File: src/rtl/cnesf_pkg.sv
// ----------------------------------------------------------------------------
// cnesf_pkg
// Shared types and fixed constants of the cross-neighbor extremum finder.
// ----------------------------------------------------------------------------
package cnesf_pkg;

	localparam int ROW_BITS        = 16;
	localparam int CFG_WIDTH_BITS  = 13;
	localparam int CFG_HEIGHT_BITS = 16;
	localparam int CFG_DATA_BITS   = 16;
	localparam int MIN_DIM         = 3;
	localparam int WIDTH_RESET     = 4096;
	localparam int HEIGHT_RESET    = 4096;

	typedef enum logic [0:0] {
		REG_IMAGE_WIDTH  = 1'b0,
		REG_IMAGE_HEIGHT = 1'b1
	} cfg_reg_t;

	typedef enum logic [1:0] {
		CLS_MINIMUM  = 2'd0,
		CLS_MAXIMUM  = 2'd1,
		CLS_SADDLE_A = 2'd2,
		CLS_SADDLE_B = 2'd3
	} point_class_t;

	typedef struct packed {
		logic         hit;
		point_class_t cls;
	} class_res_t;

endpackage

File: src/rtl/cnesf_classify.sv
// ----------------------------------------------------------------------------
// cnesf_classify
// Four neighbor-minus-center differences and the point class they imply.
// ----------------------------------------------------------------------------
module cnesf_classify import cnesf_pkg::*; #(
	parameter int PIXEL_BITS = 32,
	localparam int DIFF_BITS = PIXEL_BITS + 1
) (
	input  logic [PIXEL_BITS-1:0] center,
	input  logic [PIXEL_BITS-1:0] right_nb,
	input  logic [PIXEL_BITS-1:0] left_nb,
	input  logic [PIXEL_BITS-1:0] down_nb,
	input  logic [PIXEL_BITS-1:0] up_nb,
	output logic [DIFF_BITS-1:0]  diff_right,
	output logic [DIFF_BITS-1:0]  diff_left,
	output logic [DIFF_BITS-1:0]  diff_down,
	output logic [DIFF_BITS-1:0]  diff_up,
	output class_res_t            res
);

	logic [DIFF_BITS-1:0] ct_x;
	logic [3:0]           pos;
	logic [3:0]           neg;

	// sign-extend by one bit so the difference is exact
	assign ct_x       = {center[PIXEL_BITS-1], center};
	assign diff_right = {right_nb[PIXEL_BITS-1], right_nb} - ct_x;
	assign diff_left  = {left_nb[PIXEL_BITS-1], left_nb} - ct_x;
	assign diff_down  = {down_nb[PIXEL_BITS-1], down_nb} - ct_x;
	assign diff_up    = {up_nb[PIXEL_BITS-1], up_nb} - ct_x;

	// bit order: right, left, down, up
	assign neg = {diff_up[DIFF_BITS-1], diff_down[DIFF_BITS-1],
		diff_left[DIFF_BITS-1], diff_right[DIFF_BITS-1]};
	assign pos = {!diff_up[DIFF_BITS-1] && (diff_up != '0),
		!diff_down[DIFF_BITS-1] && (diff_down != '0),
		!diff_left[DIFF_BITS-1] && (diff_left != '0),
		!diff_right[DIFF_BITS-1] && (diff_right != '0)};

	always_comb begin
		res.hit = 1'b1;
		res.cls = CLS_MINIMUM;
		priority if (pos == 4'b1111) begin
			res.cls = CLS_MINIMUM;
		end else if (neg == 4'b1111) begin
			res.cls = CLS_MAXIMUM;
		end else if (pos[1:0] == 2'b11 && neg[3:2] == 2'b11) begin
			res.cls = CLS_SADDLE_A;
		end else if (neg[1:0] == 2'b11 && pos[3:2] == 2'b11) begin
			res.cls = CLS_SADDLE_B;
		end else begin
			res.hit = 1'b0;
		end
	end

endmodule

File: config.mk
export PLATFORM = sky130hd
export DESIGN_NAME = cnesf_classify
export DESIGN_NICKNAME = d
export VERILOG_FILES = /design/src/rtl/cnesf_pkg.sv /design/src/rtl/cnesf_classify.sv
export SDC_FILE = /design/constraint.sdc
export NUM_CORES = 1
export LEC_CHECK = 0
export BUFFER_PORTS_ARGS = -buffer_cell sky130_fd_sc_hd__buf_2
export CORE_MARGIN = 2
export CORE_UTILIZATION = 34
export DETAILED_ROUTE_END_ITERATION = 7
export RECOVER_POWER = 50
export SYNTH_ARGS = -nofsm -noshare
export SYNTH_HDL_FRONTEND = slang
export SYNTH_SLANG_ARGS = --single-unit
export TNS_END_PERCENT = 30
File: constraint.sdc
create_clock -name vclk -period 11.7
set_clock_uncertainty 0.2 [all_clocks]
set_input_delay 1.755 -clock vclk [all_inputs]
set_output_delay 1.755 -clock vclk [all_outputs]
set_load 0.005 [all_outputs]
After elaboration in Yosys (flattened, before gate mapping)
Index checks and enable logic that the tools add are counted.
{"block": "totals", "register_bits": 0, "in_bits": 160, "wordCells": 32}
{"block": "classes", "addsub": 4, "n_eq_ne": 6, "n_mux": 8, "n_reduce_logical": 14}
{"operator": "33-bit nonzero test", "n": 4}
{"operator": "32-bit by 32-bit subtractor with 33-bit output", "n": 4}
{"operator": "2-bit == test, second input constant", "n": 4}
{"operator": "4-bit == test, second input constant", "n": 2}
{"operator": "2-bit two-way mux", "n": 4}
{"operator": "1-bit logical AND", "n": 6}
{"operator": "1-bit logical NOT", "n": 4}
{"operator": "1-bit two-way mux", "n": 4}

Logic depth before layout (Yosys ltp)
{"block": "logic_depth", "ltp_word": 9, "ltp_mapped": 14, "ltp_nobuf": 14}

Worst setup path after synthesis
No wires, ideal clock.
{"block": "synth_path", "kind": "input to output", "startpoint": "in center[13]", "endpoint": "out res[0] in the netlist's numbering", "arrival_time_ns": 5.049, "setup_slack_ns": 4.696, "stages": 13, "n_path_buf": 1, "cell_sequence": "inv_1 ha_1 clkbuf_1 nand2_1 or3_1 o31a_1 o31ai_1 xor2_1 or3_1 or3_1 or4_4 a21boi_2 nor2_1"}
{"item": "start, declared", "line_no": "cnesf_classify.sv:9", "source": "input logic [PIXEL_BITS-1:0] center,"}
{"item": "end, declared", "line_no": "cnesf_classify.sv:18", "source": "output class_res_t res"}

==> flow_metrics.env <==
export IMPL_status="finished clean"
export IMPL_fill_cells=2619
export IMPL_cts_setup_buffers=0
export IMPL_crit_path_max_fanout=5
export IMPL_path_class="in -> out"
export IMPL_yosysWarningCount=0
export IMPL_grt_pass1_wl_um=53200
export IMPL_syn_to_final_growth_pct=19.91
export IMPL_vias_per_cell=5.870
export IMPL_ant_nets=0
export IMPL_die_area_um2=25730
export IMPL_start_util_pct=34.39
export IMPL_syn_num_nets=1536
export IMPL_dp_hpwl_um=30850
export IMPL_hp_start="left_nb[0]"
export IMPL_syn_area_per_cell_um2=6.684
export IMPL_drv_slew=0
export IMPL_synth_compound_area_share_pct=38.82
export IMPL_hp_class="in -> out"
export IMPL_grtUsageTotal_pct=25.46
export IMPL_drive_above_1_share_pct=19.09
export IMPL_drc=0
export IMPL_first_iter_violations=889
export IMPL_mostFrequentLayoutCells="249 x buf_2, 143 x a21oi_1, 128 x ha_1"
export IMPL_post_route_period_util_pct=73.52
export IMPL_startpoint_type="input pin"
export IMPL_fin_crit_ns=8.602
export IMPL_ioPinCount=295
export IMPL_clkbuf_count=0
export IMPL_cp_top_family="compound AO/OA/AOI/OAI gates"
export IMPL_max_slew_margin_pct=13.53
export IMPL_setup_tns_ns=0
export IMPL_slowest_stage="o311ai_0"
export IMPL_final_common_cell="buf_2"
export IMPL_synth_mux_area_share_pct=1.038
export IMPL_path_cells="clkbuf_1 > ha_1 > fa_1 > nor2b_4 > o31a_4 > o311ai_0 > o21ai_0 > xor2_1 > nor4_1 > nand4_1 > or4_1 > or4_4 > a21boi_2 > a21oi_1 > buf_2"
export IMPL_yosysUniqueCellTypes=88
export IMPL_routed_wl_um=35210
export IMPL_synth_top_area_cell="ha_1"
export IMPL_port_buffers=295
export IMPL_end_kind="output port"
export IMPL_tightestPinTransition_ns=1.281
export IMPL_wl_met1_um=16130
export IMPL_hold_buffers=0
export IMPL_crit_arrival_ns=6.65
export IMPL_drv_cap=0
export IMPL_worstPathRequired_ns=9.75
export IMPL_synthDominantCellAreaShare_pct=19.26
export IMPL_antenna_found_initial=6
export IMPL_final_seq_area_um2=0
export IMPL_final_hold_viol_count=0
export IMPL_crit_buf_inv=2
export IMPL_nets=1787
export IMPL_synth_xor_xnor_area_share_pct=8.637
export IMPL_vias=10700
export IMPL_wl_per_cell_um=19.33
export IMPL_dr_wl_met2_um=15330
export IMPL_synth_top_family_by_area="compound AO/OA/AOI/OAI gates"
export IMPL_coreArea_um2=24180
export IMPL_rsz0062_at_grt="false"
export IMPL_grt_max_degree=13
export IMPL_wl_met3_um=3059
export IMPL_nFlopsAndLatches=0
export IMPL_dpl_cell_area_um2=10020
export IMPL_postLayoutCellArea_um2=9971
export IMPL_die_h_um=160.4
export IMPL_setup_viol=0
export IMPL_slowest_delay_ns=1.04
export IMPL_yosys_area_share_adder_pct=20.22
export IMPL_dieWidth_um=160.4
export IMPL_grt_pass1_vias=9730
export IMPL_top_layer="met5"
export IMPL_grt_overflow=0
export IMPL_fmax_mhz=116.3
export IMPL_min_to="diff_left[0]"
export IMPL_netlist_top_cells_area="ha_1 19%, a21oi_1 8.6%, xnor2_1 5.3%"
export IMPL_num_rows=57
export IMPL_synth_seq_area_share_pct=0
export IMPL_dr_pass1_iters=7
export IMPL_netlist_area_um2=8315
export IMPL_min_path_cells=5
export IMPL_synthCells=1244
export IMPL_synthSimpleGateAreaFrac_pct=25.62
export IMPL_cts_resized=0
export IMPL_place_gp_congestion=0.9927
[routing by layer]
metal	global-route usage, %	vias to the layer above
li1	-	5247
met1	35.98	4903
met2	41.52	495
met3	3.822	44
met4	4.136	6
met5	0	-
[area by class of cell]
class                      instances  area [µm²]  area share (%)
multi-input combinational       1121        7838           78.60
timing repair buffer             295        1426           14.31
tap                              324       405.4           4.066
antenna                            5       12.51          0.1255
inverter                          77       289.0           2.899
[worst min-delay path: stages]
cell and delay [ns]:
buf_2 0.09, inv_1 0.04, ha_1 0.11, inv_1 0.04, clkbuf_1 0.09
[synthesized netlist by cell type, drive strengths merged, types with 24 or more instances]
cell type / count
a21oi: 145
clkbuf: 39
ha: 128
inv: 77
nand2: 116
nand3: 24
nand4: 28
nor2: 91
nor3: 24
o21a: 30
o21ai: 99
xnor2: 50
xor2: 32
[through the flow]
step	util [%]	setup WS, ns	hold WS (ns)	cells
CTS	41.43	3.536	3.719	1817
global route	41.20	2.884	3.746	1818
finish	41.24	3.098	3.692	1822
detailed placement	41.43	3.566	3.717	1817
floorplan	-	4.696	3.456	1244
global placement	41.43	3.583	3.710	1817
[worst max path at each step]
stage	depth (start not counted)	startpoint	slack [ns]	endpoint
floorplan	13	center[13]	4.70	res[0]
finish	15	center[0]	3.10	res[2]
global route	15	center[1]	2.88	res[1]
global placement	15	center[1]	3.58	res[1]
CTS	15	center[1]	3.54	res[1]
detailed placement	15	center[1]	3.57	res[1]
[cell families (layout without fill, tap and decap cells)]
group / Yosys count / in the layout
AOI/OAI and AO/OA: 480 / 480
xor gates and xnor gates: 82 / 82
adders and majority gates: 132 / 132
buffers and inverters: 123 / 372
muxes: 8 / 8
other: 0 / 5
and+or+nand+nor: 419 / 419
