## src/rtl/cnesf_pkg.sv

```systemverilog
// ----------------------------------------------------------------------------
// cnesf_pkg
// Shared types and fixed constants of the cross-neighbor extremum finder.
// ----------------------------------------------------------------------------
package cnesf_pkg;

	localparam int ROW_BITS        = 16;
	localparam int CFG_WIDTH_BITS  = 13;
	localparam int CFG_HEIGHT_BITS = 16;
	localparam int CFG_DATA_BITS   = 16;
	localparam int MIN_DIM         = 3;
	localparam int WIDTH_RESET     = 4096;
	localparam int HEIGHT_RESET    = 4096;

	typedef enum logic [0:0] {
		REG_IMAGE_WIDTH  = 1'b0,
		REG_IMAGE_HEIGHT = 1'b1
	} cfg_reg_t;

	typedef enum logic [1:0] {
		CLS_MINIMUM  = 2'd0,
		CLS_MAXIMUM  = 2'd1,
		CLS_SADDLE_A = 2'd2,
		CLS_SADDLE_B = 2'd3
	} point_class_t;

	typedef struct packed {
		logic         hit;
		point_class_t cls;
	} class_res_t;

endpackage

```

## src/rtl/cnesf_out_buf.sv

```systemverilog
// ----------------------------------------------------------------------------
// cnesf_out_buf
// Output register with a skid stage so the upstream ready is registered.
// ----------------------------------------------------------------------------
module cnesf_out_buf import cnesf_pkg::*; #(
	parameter int DW = 192
) (
	input  logic         clk,
	input  logic         arst_n,
	input  logic         in_valid,
	input  logic [DW-1:0] in_data,
	input  point_class_t in_class,
	output logic         in_ready,
	output logic         out_valid,
	input  logic         out_ready,
	output logic [DW-1:0] out_data,
	output point_class_t out_class
);

	logic         out_v_q;
	logic         skid_v_q;
	logic [DW-1:0] out_data_q;
	logic [DW-1:0] skid_data_q;
	point_class_t out_class_q;
	point_class_t skid_class_q;
	logic         load_from_skid;
	logic         load_from_in;
	logic         load_skid;

	assign in_ready       = !skid_v_q;
	assign load_from_skid = skid_v_q && out_ready;
	assign load_skid      = !skid_v_q && in_valid && out_v_q && !out_ready;
	assign load_from_in   = !skid_v_q && in_valid && !(out_v_q && !out_ready);

	always_ff @(posedge clk or negedge arst_n) begin
		if (!arst_n) begin
			out_v_q  <= 1'b0;
			skid_v_q <= 1'b0;
		end else begin
			if (load_from_skid) begin
				skid_v_q <= 1'b0;
			end else if (load_skid) begin
				skid_v_q <= 1'b1;
			end
			if (load_from_skid || load_from_in) begin
				out_v_q <= 1'b1;
			end else if (out_ready) begin
				out_v_q <= 1'b0;
			end
		end
	end

	always_ff @(posedge clk) begin
		if (load_from_skid) begin
			out_data_q  <= skid_data_q;
			out_class_q <= skid_class_q;
		end else if (load_from_in) begin
			out_data_q  <= in_data;
			out_class_q <= in_class;
		end
		if (load_skid) begin
			skid_data_q  <= in_data;
			skid_class_q <= in_class;
		end
	end

	assign out_valid = out_v_q;
	assign out_data  = out_data_q;
	assign out_class = out_class_q;

	a_skid_behind_out: assert property (@(posedge clk) disable iff (!arst_n)
		skid_v_q |-> out_v_q)
		else $error("skid holds a beat while the output register is empty");

endmodule
```

## config.mk

```make
export PLATFORM = sky130hd
export DESIGN_NAME = cnesf_out_buf
export DESIGN_NICKNAME = d
export VERILOG_FILES = /design/src/rtl/cnesf_pkg.sv /design/src/rtl/cnesf_out_buf.sv
export SDC_FILE = /design/constraint.sdc
export NUM_CORES = 1
export LEC_CHECK = 0
export ABC_AREA = 1
export BUFFER_PORTS_ARGS = -buffer_cell sky130_fd_sc_hd__buf_2
export CAP_MARGIN = 20
export CORE_MARGIN = 8
export CORE_UTILIZATION = 30
export CTS_BUF_LIST = sky130_fd_sc_hd__clkbuf_4
export DETAILED_ROUTE_END_ITERATION = 6
export GPL_TIMING_DRIVEN = 0
export REMOVE_ABC_BUFFERS = 1
export SYNTH_ARGS = -nofsm -noshare
export SYNTH_HDL_FRONTEND = slang
export SYNTH_SLANG_ARGS = --single-unit
export TNS_END_PERCENT = 5
```

## constraint.sdc

```tcl
create_clock -name clk -period 7 [get_ports clk]
set_clock_uncertainty 0.15 [all_clocks]
set_input_delay 1.4 -clock clk [delete_from_list [all_inputs] [get_ports clk]]
set_output_delay 1.4 -clock clk [all_outputs]
set_load 0.01 [all_outputs]
```

# Word level (Yosys, flattened, before mapping)
# Cells that the tools add are included.
# totals
input_bits,198
output_inout_bits,196
regBits,390
# classes
muxes,8
reduce_logical,13
# op_table
operator,n
192-bit two-way mux,2
1-bit logical AND,6
2-bit nonzero test,3
1-bit two-way mux,4
2-bit two-way mux,2
1-bit logical NOT,3
1-bit logical OR,1

# Longest topological paths before layout
# Gate-level depths: netlist of run 1.
# depth
ltp_word,6
ltp_mapped,6

# Worst setup path after synthesis of run 1
# OpenSTA, ideal clock, no wires.
# synth_path
path_type,input to register
from,input port out_ready
to,register out_class_q[0] (netlist: out_class[0]) (enable)
cell_stages,6
n_path_buf,2
setup_slack_ns,0.276
arrival_time_ns,5.009
required_time_ns,5.286
cell_sequence,buf_4 > buf_4 > inv_1 > nand2_1 > nand2_1 > nand2_1
# synth_between
elab_chain_cells,5
word_cells_on_any_way,6
# synth_lines
element,line_no,rtl
from (decl),cnesf_out_buf.sv:15,"input logic out_ready,"
1-bit logical NOT,cnesf_out_buf.sv:33,assign load_from_in = !skid_v_q && in_valid && !(out_v_q && !out_ready);
1-bit logical AND,cnesf_out_buf.sv:33,
1-bit logical NOT,cnesf_out_buf.sv:33,
1-bit logical AND,cnesf_out_buf.sv:33,
2-bit nonzero test (no line) (*),--,
to (signal assigned),cnesf_out_buf.sv:56,out_class_q <= skid_class_q;
to (signal assigned),cnesf_out_buf.sv:59,out_class_q <= in_class;
to (decl),cnesf_out_buf.sv:24,point_class_t out_class_q;
# Mark *: on every way between the ends. The rest lies on a longest branch, timed or not.
# A chain may end at the register's enable or synchronous reset.

# Worst setup path in the final report of run 1
# layout_path
from,input port out_ready
to,register out_data_q[98] (netlist: out_data[98]) (enable)
# layout_between
elab_chain_cells,5
word_cells_on_any_way,6
# layout_lines
element,line_no,rtl
1-bit logical NOT,cnesf_out_buf.sv:33,
1-bit logical AND,cnesf_out_buf.sv:33,
1-bit logical NOT,cnesf_out_buf.sv:33,
1-bit logical AND,cnesf_out_buf.sv:33,
2-bit nonzero test (no line) (*),--,
to (signal assigned),cnesf_out_buf.sv:55,out_data_q <= skid_data_q;
to (signal assigned),cnesf_out_buf.sv:58,out_data_q <= in_data;
to (decl),cnesf_out_buf.sv:22,logic [DW-1:0] out_data_q;
# Marked as above.

==> key figures, run 1 <==
Synth
  – Top cells by area, synth: edfxtp_1 (80%), nand2_1 (10%), nand3_1 (6.7%)
  – Post-synthesis adder-cell area fraction: 0%
  – Syn_area_per_cell: 13.89 sq um
  – Largest family of logic cells by synthesized area: simple AND/OR/NAND/NOR gates
  – Post-synth top flop: edfxtp_1
  – Post-Synth XOR/XNOR Area: 0%
  – Yosys reg bits: 390
  – Synth Instances: 1,053
  – Mux share of post-synthesis cell area: 0%
  – Leading area contributor after synthesis: edfxtp_1
  – Compound-Gate Fraction of Synth Area: 0%
  – Top-area cell type share of the netlist area: 79.64%
  – Count of warnings emitted by yosys: 0
  – Count leader, synth: nand2_1
  – Synth unique cells: 12
  – Async SR Flop Fraction: 0.5128%
  – Mapped Area: 0.01463 sq mm
  – Simple-gate share of the synthesized area: 16.93%
  – Post-synthesis sequential area ratio: 79.99%
  – Top post-synthesis cells by count: nand2_1 (395), edfxtp_1 (388), nand3_1 (195)
  – Number of flops mapped to enable cells by yosys: 388

Power and ir drop
  – Reported net switching power: 1.464 mW
  – Peak VDD IR: 0.0001899 V
  – Cell Int Power: 4.094 mW
  – Pwr/cell area: 299.5 mW/mm^2
  – Leakage power: 7.819 nW
  – Sequential Power Share: 52.3%
  – Net Sw Frac: 26.35%
  – Combinational share of power: 12.4%
  – Clock share of power: 35.3%

Drt
  – Initial DRT Pass Iterations: 5
  – Vias/cell: 4.489
  – Remaining antenna violation count: 0
  – DRC violations left: 0
  – WL per Instance: 17.95 um
  – Via count: 9,917
  – DRT Wirelength: 39.66 mm
  – Initial drt markers: 579

Clocking
  – TritonCTS Buffers: 106
  – Post-CTS Setup Bufs: 0
  – Post-cts resize count: 0
  – CTS root buffer: clkbuf_4
  – CTS tree: built
  – CTS Hold Bufs: 0
  – TritonCTS Sinks: 390
  – H-tree depth: 3
  – Clk Latency, worst-skew pair: 820 ps
  – Clock transition at path regs: 60 ps
  – CTS Buffer Depth: 3

Final layout
  – Final instance area: 0.01856 sq mm
  – Final Core Density: 38.24%
  – Fraction of layout cells with a size suffix above 1: 36.40%
  – Final Non-Filler Cells: 2,209
  – # nets final: 1,696
  – Area growth from synthesis to layout: 26.88%

Global route
  – Vias in the first global route: 10,040
  – Grt ovf: 0
  – Global-route wire length before repair: 59.60 mm
  – Antenna violations before repair: 11
  – Total global-route track usage: 13.59%
  – Pin count of the biggest net entering global routing: 118

Floorplanning
  – # rows: 81
  – # IOs: 394
  – Die Area: 0.05609 sq mm
  – Initial core utilization: 30.13%
  – Die Wd: 236.8 um
  – Die Ht: 236.8 um
  – Core ar.: 0.04855 sq mm

Timing
  – Period utilisation layout: 52.00%
  – Fin. Hold Viols: 0
  – Final setup fails: 0
  – RSZ-0062 raised after global routing: no
  – Final Max Slew Viols: 0
  – Period minus WS final: 3640 ps
  – Fin worst setup slack: 3360 ps
  – Max_slew headroom: 37.86%
  – Setup TNS: 0 ps
  – Max Clock Freq: 274.7 MHz
  – Tightest Pin Transition: 932.1 ps

Worst setup path
  – CP required: 7320 ps
  – Critical path endpoint category: register
  – Slowest stage cell, crit path: nand2_4
  – Crit-path cells: buf_8 > nand2_8 > nand2_4 > buf_16 > buf_16
  – Arrival time worst endpoint: 3960 ps
  – Startpoint Class: primary input
  – Crit Path Category: in2reg
  – Slowest stage delay, CP: 740 ps
  – Max FO, Critical Path: 117
  – Top cell by count, worst path: buf_16

Run status
  – Status: complete, no violations

Hold path
  – Hold crit path type: in2async

Flow run
  – Max_cap viols: 0

Placement
  – Post-Place Worst Slack: 2391 ps
  – Post-Place Cells: 2,012
  – Placer congestion estimate: 0.7464
  – Dpl cell area: 0.01723 sq mm
  – DP Wirelength: 24.73 mm
  – Port buffer count: 393
==> routing by layer <==
layer	vias to the layer above	routed length [um]	track usage [%]
li1	4700	-	-
met2	422	18930	21.26
met3	89	3813	5.906
met5	-	52	0
met1	4698	15620	16.19
met4	8	1252	5.879
==> flip-flops by register name (all words and copies together) (netlist names) <==
register,flops
skid_data_q,192
out_valid,1
skid_class_q,2
skid_v_q,1
out_data,192
out_class,2
==> worst max-delay path, delay by kind of cell <==
family	cells	cell delay, ps
AND/OR/NAND/NOR	2	1270
buffers and inverters	3	1070
==> cells by family (layout without fill, tap and decap cells) <==
kind of cell  count (synthesis)  after routing
buf+inv                      70            594
other cells                   0             10
flops                       390            390
simple gates                593            593
==> cells in the final DEF (no fill, tap or decap), drive strengths merged <==
| cell | n |
|---|---|
| buf | 402 |
| clkbuf | 157 |
| clkinv | 27 |
| clkinvlp | 1 |
| dfrtp | 2 |
| diode | 10 |
| edfxtp | 388 |
| inv | 7 |
| nand2 | 396 |
| nand3 | 195 |
| nor2 | 2 |
==> worst paths after layout <==
check / depth (start not counted) / startpoint / endpoint / slack, ps
setup / recovery: 5 / out_ready / out_data[98] / 3360
hold / removal: 1 / arst_n / skid_v_q / 230
setup reg to reg: 5 / skid_v_q / out_data[98] / 3430
hold reg to reg: 2 / skid_data_q[145] / out_data[145] / 370
max in group asynchronous: 1 / arst_n / out_valid / 6340
min in group clk: 2 / skid_data_q[145] / out_data[145] / 370
==> per-stage QoR <==
stage	hold WS, ps	total power, mW
6_report	225.6	5.558
5_1_grt	69.02	5.852
4_1_cts	88.62	5.678
3_5_place_dp	371.6	3.666
3_3_place_gp	368.0	3.717
2_1_floorplan	361.1	3.307
==> power groups by stage <==
stage	sequential [mW]	combinational [mW]	clock (mW)
after floorplan	3.10	0.207	0
after global placement	3.08	0.635	0
after detailed placement	2.96	0.707	0
after CTS	2.91	0.709	2.06
after global routing	2.93	0.758	2.17
final	2.91	0.689	1.96
==> cell type report <==
class                      count  area (sq um)
fill                        4731         29980
antenna                       10         25.02
inverter                       5         26.28
sequential                   390         11710
clock buffer                 157          1179
multi-input combinational    593          2494
timing repair buffer         402          2225
tap                          622         778.2
clock inverter                30         130.1
Power figures use the tool's default switching activity.
==> inputs of run 2 (changes only) <==
--- a/config.mk
+++ b/config.mk
@@ -5,7 +5,7 @@
 export SDC_FILE = /design/constraint.sdc
 export NUM_CORES = 1
 export LEC_CHECK = 0
-export ABC_AREA = 1
+export ABC_AREA = 0
 export BUFFER_PORTS_ARGS = -buffer_cell sky130_fd_sc_hd__buf_2
 export CAP_MARGIN = 20
 export CORE_MARGIN = 8
==> constraint.sdc (replaced) <==
create_clock -name clk -period 2.94 [get_ports clk]
set_clock_uncertainty 0.15 [all_clocks]
set_input_delay 0.588 -clock clk [delete_from_list [all_inputs] [get_ports clk]]
set_output_delay 0.588 -clock clk [all_outputs]
set_load 0.01 [all_outputs]
==> key figures, run 2 <==
Run status
  – Status: complete, no violations

Drt
  – Initial DRT Pass Iterations: 4 (-1)
  – Via count: 8,492 (-14%)
  – Vias/cell: 4.269 (-4.9%)
  – DRT Wirelength: 36.10 mm (-9.0%)
  – WL per Instance: 18.15 um (+1.1%)
  – Remaining antenna violation count: 0 (unchanged)
  – DRC violations left: 0 (unchanged)
  – Initial drt markers: 368 (-36%)

Final layout
  – FILL cells: 4,067 (-14%)
  – # nets final: 1,504 (-11%)
  – Area growth from synthesis to layout: 43.34%
  – Final instance area: 0.02028 sq mm (+9.3%)
  – Most common cell after layout, fill and taps aside: buf_2
  – Area occupied by multi-input gates: 0.002263 sq mm (-9.2%)
  – Commonest cells after routing, fill and taps aside: buf_2 (393), edfxtp_1 (388), dlygate4sd3_1 (199)
  – Fraction of layout cells with a size suffix above 1: 44.67% (+8.3 points)
  – Register Area: 0.01170 sq mm (about the same)

Synth
  – Synth unique cells: 13 (+1)
  – Number of flops mapped to enable cells by yosys: 388 (unchanged)
  – Post-synth top flop: edfxtp_1
  – Yosys reg bits: 390 (unchanged)
  – Syn_area_per_cell: 23.01 sq um (+66%)
  – Top post-synthesis cells by count: edfxtp_1 (388), mux2_1 (149), mux2_2 (45)
  – Async SR Flop Fraction: 0.5128% (unchanged)
  – Count leader, synth: edfxtp_1
  – Top cells by area, synth: edfxtp_1 (82%), mux2_1 (12%), mux2_2 (3.6%)
  – Post-synthesis sequential area ratio: 82.70% (+2.7 points)
  – Leading area contributor after synthesis: edfxtp_1
  – Mapped Area: 0.01415 sq mm (-3.3%)
  – Synth Instances: 615 (-42%)
  – Top-area cell type share of the netlist area: 82.34% (+2.7 points)
  – Count of warnings emitted by yosys: 0 (unchanged)

Clocking
  – Post-CTS Setup Bufs: 0 (unchanged)
  – CTS Buffer Depth: 3 (unchanged)
  – CTS Hold Bufs: 199 (+199)
  – TritonCTS Buffers: 106 (unchanged)
  – TritonCTS Sinks: 390 (unchanged)
  – CTS root buffer: clkbuf_4
  – Clock transition at path regs: 70 ps (about the same)
  – Clk Latency, worst-skew pair: 810 ps (about the same)
  – CTS tree: built
  – Post-cts resize count: 0 (unchanged)
  – H-tree depth: 3 (unchanged)

Timing
  – Max_slew headroom: 47.28% (+9.4 points)
  – Fin worst setup slack: 298.9 ps (-3061 ps)
  – RSZ-0062 raised after global routing: no
  – Max Clock Freq: 378.6 MHz
  – Fin. Hold Viols: 0 (unchanged)
  – Period minus WS final: 2641 ps
  – Period utilisation layout: 89.83%
  – Tightest Pin Transition: 788.9 ps (-143.2 ps)
  – Hold Worst Slack: 347.4 ps (+121.8 ps)
  – Setup TNS: 0 ps (unchanged)
  – Final setup fails: 0 (unchanged)
  – Final Max Slew Viols: 0 (unchanged)

Worst setup path
  – Top cell by count, worst path: buf_12
  – Slowest stage cell, crit path: nor2_4
  – Max FO, Critical Path: 28 (-76%)
  – Arrival time worst endpoint: 2990 ps (-970 ps)
  – Critical path endpoint category: register
  – Crit Path Category: reg2reg
  – Startpoint Class: register
  – Slowest stage delay, CP: 630 ps (-110 ps)
  – CP required: 3290 ps (-4030 ps)
  – Crit-path cells: nand2b_1 > nor2_4 > buf_12 > buf_12 > buf_16

Global route
  – Total global-route track usage: 13.07% (-0.52 points)
  – Global-route wire length before repair: 55.14 mm (-7.5%)
  – Vias in the first global route: 9,738 (-3.0%)
  – Grt ovf: 0 (unchanged)
  – Pin count of the biggest net entering global routing: 91 (-23%)
  – Antenna violations before repair: 5 (-6)

Placement
  – Port buffer count: 393 (unchanged)
  – Post-Place Worst Slack: 35.05 ps (-2356 ps)
  – Placer congestion estimate: 0.7225 (-3.2%)
  – DP Wirelength: 23.42 mm (-5.3%)
  – Dpl cell area: 0.01698 sq mm (-1.4%)

Power and ir drop
  – Peak VDD IR: 0.0004441 V (+130%)
  – Pwr/cell area: 629.5 mW/mm^2 (+110%)
  – Total power: 12.77 mW (+130%)
  – Leakage power: 7.781 nW (-0.49%)

Flow run
  – Max_cap viols: 0 (unchanged)

Floorplanning
  – Initial core utilization: 30.39% (+0.26 points)
  – Die Area: 0.05437 sq mm (-3.1%)
  – # rows: 79 (-2.5%)
  – Die Ht: 233.2 um (-1.5%)
  – Core ar.: 0.04656 sq mm (-4.1%)
  – # IOs: 394 (unchanged)
  – Die Wd: 233.2 um (-1.5%)

Hold path
  – Hold crit path type: in2reg
-- run 2: cell types whose count changed in the layout (fill, tap and decap cells not counted), moves of 3 or more --
| cell | delta |
|---|---|
| clkinv_2 | -3 |
| buf_16 | -3 |
| diode_2 | -7 |
| nand3_1 | -194 |
| mux2_2 | +45 |
| mux2_1 | +149 |
| nand2_1 | -394 |
| inv_1 | -3 |
| clkbuf_4 | -4 |
| buf_12 | +6 |
| dlygate4sd3_1 | +199 |
-- run 2: power by group --
part           switching [mW]  leakage (nW)  internal (mW)  total (mW)
clock network            2.23         0.775           2.46        4.69
registers              0.0953          3.67           6.61        6.70
logic                   0.727          3.34          0.644        1.37
-- run 2: critical path: cells and delay by family, from the launching register on --
kind                   cells  cell delay (ps)
and+or+nand+nor            2              900
DFF                        1              500
buffers and inverters      3              740
-- run 2: cell type report --
| class | count | share of cell area (%) |
|---|---|---|
| Timing Repair Buffer | 604 | 20.93 |
| Clock inverter | 28 | 0.7588 |
| Tap cell | 607 | 3.745 |
| Multi-Input combinational cell | 203 | 11.16 |
| Inverter | 1 | 0.01851 |
| Antenna cell | 3 | 0.03701 |
| Clock buffer | 153 | 5.663 |
| Sequential cell | 390 | 57.69 |
-- run 2: routing by layer --
| metal | wire (um) | vias to the layer above | part of all wire, % | track usage [%] |
|---|---|---|---|---|
| met5 | 26 | - | 0.072 | 0 |
| met4 | 877 | 4 | 2.4 | 5.239 |
| met3 | 3597 | 78 | 10 | 6.369 |
| met2 | 17850 | 318 | 49 | 21.71 |
| met1 | 13750 | 4174 | 38 | 14.20 |
| li1 | - | 3918 | - | - |
-- run 2: logic make-up after synthesis --
group                  after synthesis  synth area share, %
flip-flops                         390                82.70
AND/OR/NAND/NOR                      7               0.2476
AO/OA/AOI/OAI                        2              0.09725
multiplexers                       194                15.44
buffers and inverters               22                1.521
-- run 2: final timing paths --
path	slack [ps]	depth (start not counted)	start	to
hold / removal	350	2	in_data[18]	skid_data_q[18]
max in group asynchronous	1990	3	arst_n	out_valid
setup / recovery	300	5	skid_v_q	skid_data_q[90]
setup reg to reg	300	5	skid_v_q	skid_data_q[90]
hold reg to reg	350	1	skid_data_q[187]	out_data[187]
min in group asynchronous	500	3	arst_n	skid_v_q
-- run 2: through the flow --
step / utilization [%] / cells
2_1_floorplan: - / 594
3_3_place_gp: 35.80 / 1594
3_5_place_dp: 36.47 / 1606
4_1_cts: 43.55 / 1986
5_1_grt: 43.56 / 1989
6_report: 43.56 / 1989
==> inputs of run 3 (changes only) <==
--- a/config.mk
+++ b/config.mk
@@ -9,10 +9,11 @@
 export BUFFER_PORTS_ARGS = -buffer_cell sky130_fd_sc_hd__buf_2
 export CAP_MARGIN = 20
 export CORE_MARGIN = 8
-export CORE_UTILIZATION = 30
+export CORE_UTILIZATION = 49
 export CTS_BUF_LIST = sky130_fd_sc_hd__clkbuf_4
 export DETAILED_ROUTE_END_ITERATION = 6
 export GPL_TIMING_DRIVEN = 0
+export PLACE_DENSITY = 0.79
 export REMOVE_ABC_BUFFERS = 1
 export SYNTH_ARGS = -nofsm -noshare
 export SYNTH_HDL_FRONTEND = slang
==> key figures, run 3 (synthesized netlist as in run 2, its figures left out) <==
Worst setup path
  – CP required: 3170 ps (-120 ps)
  – Crit path from: out_ready
  – Critical path endpoint category: register
  – Slowest stage cell, crit path: dlygate4sd3_1
  – Startpoint Class: primary input
  – Reg-to-reg startpoint: skid_v_q
  – Crit Path Category: in2reg
  – Crit-path cells: dlygate4sd3_1 > buf_2 > nand2_8 > buf_16 > mux2_2
  – Slowest stage delay, CP: 550 ps (-80 ps)
  – Max FO, Critical Path: 111 (+300%)
  – Arrival time worst endpoint: 2850 ps (-140 ps)

Clocking
  – H-tree depth: 3 (unchanged)
  – Post-CTS Setup Bufs: 0 (unchanged)
  – TritonCTS Sinks: 390 (unchanged)
  – CTS root buffer: clkbuf_4
  – Clk Latency, worst-skew pair: 700 ps (-110 ps)
  – Clock transition at path regs: 70 ps (about the same)
  – CTS Hold Bufs: 198 (-0.50%)
  – CTS Buffer Depth: 3 (unchanged)
  – Post-cts resize count: 0 (unchanged)
  – TritonCTS Buffers: 97 (-8.5%)
  – CTS tree: built

Run status
  – Status: complete, no violations

Final layout
  – Fraction of layout cells with a size suffix above 1: 43.75% (-0.92 points)
  – # nets final: 1,493 (-0.73%)
  – Most common cell after layout, fill and taps aside: buf_2
  – Area growth from synthesis to layout: 39.97%
  – Commonest cells after routing, fill and taps aside: buf_2 (393), edfxtp_1 (388), dlygate4sd3_1 (198)

Floorplanning
  – Die Wd: 185.9 um (-20%)
  – Initial core utilization: 49.57% (+19 points)
  – # IOs: 394 (unchanged)
  – # rows: 62 (-22%)
  – Core ar.: 0.02855 sq mm (-39%)
  – Die Area: 0.03457 sq mm (-36%)
  – Die Ht: 185.9 um (-20%)

Global route
  – Antenna violations before repair: 5 (unchanged)
  – Global-route wire length before repair: 55.72 mm (+1.1%)
  – Total global-route track usage: 21.16% (+8.1 points)
  – Grt ovf: 0 (unchanged)
  – Vias in the first global route: 9,764 (+0.27%)
  – Pin count of the biggest net entering global routing: 112 (+23%)

Drt
  – WL per Instance: 21.49 um (+18%)
  – Initial DRT Pass Iterations: 5 (+1)
  – Remaining antenna violation count: 0 (unchanged)
  – DRT Wirelength: 37.44 mm (+3.7%)
  – Initial drt markers: 481 (+31%)
  – DRC violations left: 0 (unchanged)
  – Via count: 8,663 (+2.0%)
  – Vias/cell: 4.973 (+16%)

Flow run
  – Max_cap viols: 0 (unchanged)

Power and ir drop
  – Combinational share of power: 11.1% (+0.4 points)
  – Pwr/cell area: 626.6 mW/mm^2 (-0.45%)
  – Net Sw Frac: 24.26% (+0.35 points)
  – Clock share of power: 34.7% (-2.1 points)
  – Cell Int Power: 9.399 mW (-3.2%)
  – Reported net switching power: 3.011 mW (-1.4%)
  – Leakage power: 7.665 nW (-1.5%)
  – Total power: 12.41 mW (-2.8%)
  – Sequential Power Share: 54.1% (+1.6 points)
  – Peak VDD IR: 0.0004969 V (+12%)

Timing
  – Max_slew headroom: 50.05% (+2.8 points)
  – Tightest Pin Transition: 749.3 ps (-39.65 ps)
  – Fin worst setup slack: 320.9 ps (+22.01 ps)
  – Max Clock Freq: 381.8 MHz (+0.84%)
  – Final setup fails: 0 (unchanged)
  – Period minus WS final: 2619 ps (-22.01 ps)
  – RSZ-0062 raised after global routing: no
  – Period utilisation layout: 89.09% (-0.75 points)
  – Fin. Hold Viols: 0 (unchanged)
  – Final Max Slew Viols: 0 (unchanged)

Hold path
  – Hold path start: in_valid
  – Hold crit path type: in2reg

Placement
  – DP Wirelength: 21.91 mm (-6.4%)
  – Placer congestion estimate: 0.7507 (+3.9%)
  – Post-Place Worst Slack: 207.7 ps (+172.6 ps)
  – Port buffer count: 393 (unchanged)
-- run 3: per-stage QoR --
step           cell area (sq um)  hold WS (ps)  utilization (%)  TNS (ps)  cells
5_1_grt                    19810         90.36            69.38         0   1742
3_3_place_gp               16390         223.0            57.40  -3699470   1371
2_1_floorplan              13940         142.4                -  -2005790    594
3_5_place_dp               16680         230.7            58.43         0   1382
6_report                   19810         137.8            69.38         0   1742
4_1_cts                    19790         45.40            69.33         0   1737
-- run 3: critical path: cells and delay by family --
| family | cells | cell delay, ps |
|---|---|---|
| buffers and inverters | 3 | 1190 |
| multiplexers | 1 | 400 |
| AND/OR/NAND/NOR | 1 | 470 |
-- run 3: final timing paths --
kind	endpoint	slack, ps	cells past startpoint
worst min-delay path	out_valid	140	3
worst max-delay path	out_data[0]	320	5
max in group asynchronous	out_valid	1900	3
worst min register to register	out_data[41]	360	1
worst max register to register	out_data[0]	390	3
min in group asynchronous	skid_v_q	610	3
-- run 3: per-layer routing --
layer	part of all wire, %	GRT usage, %	vias up	wire (um)
met5	0	0	-	0
li1	-	-	3897	-
met4	2.4	7.653	0	903
met1	35	23.10	4282	13280
met2	53	37.73	412	19790
met3	9.3	7.261	72	3475
-- run 3: cell type report --
class / instances / area (sq um)
Fill cell: 1774 / 8742
Sequential cell: 390 / 11700
Timing Repair Buffer: 602 / 4214
Inverter: 1 / 3.754
Antenna cell: 5 / 12.51
Clock inverter: 26 / 146.4
Tap cell: 384 / 480.5
Clock buffer: 131 / 983.4
Multi-Input combinational cell: 203 / 2263
-- run 3: power groups by stage --
| stage | Combinational, mW | Clock, mW | Sequential, mW |
|---|---|---|---|
| after CTS | 1.37 | 4.34 | 6.70 |
| after detailed placement | 1.15 | 0 | 6.82 |
| final | 1.38 | 4.31 | 6.72 |
| after global routing | 1.48 | 4.69 | 6.75 |
| after floorplan | 0.382 | 0 | 7.05 |
| after global placement | 1.09 | 0 | 6.95 |
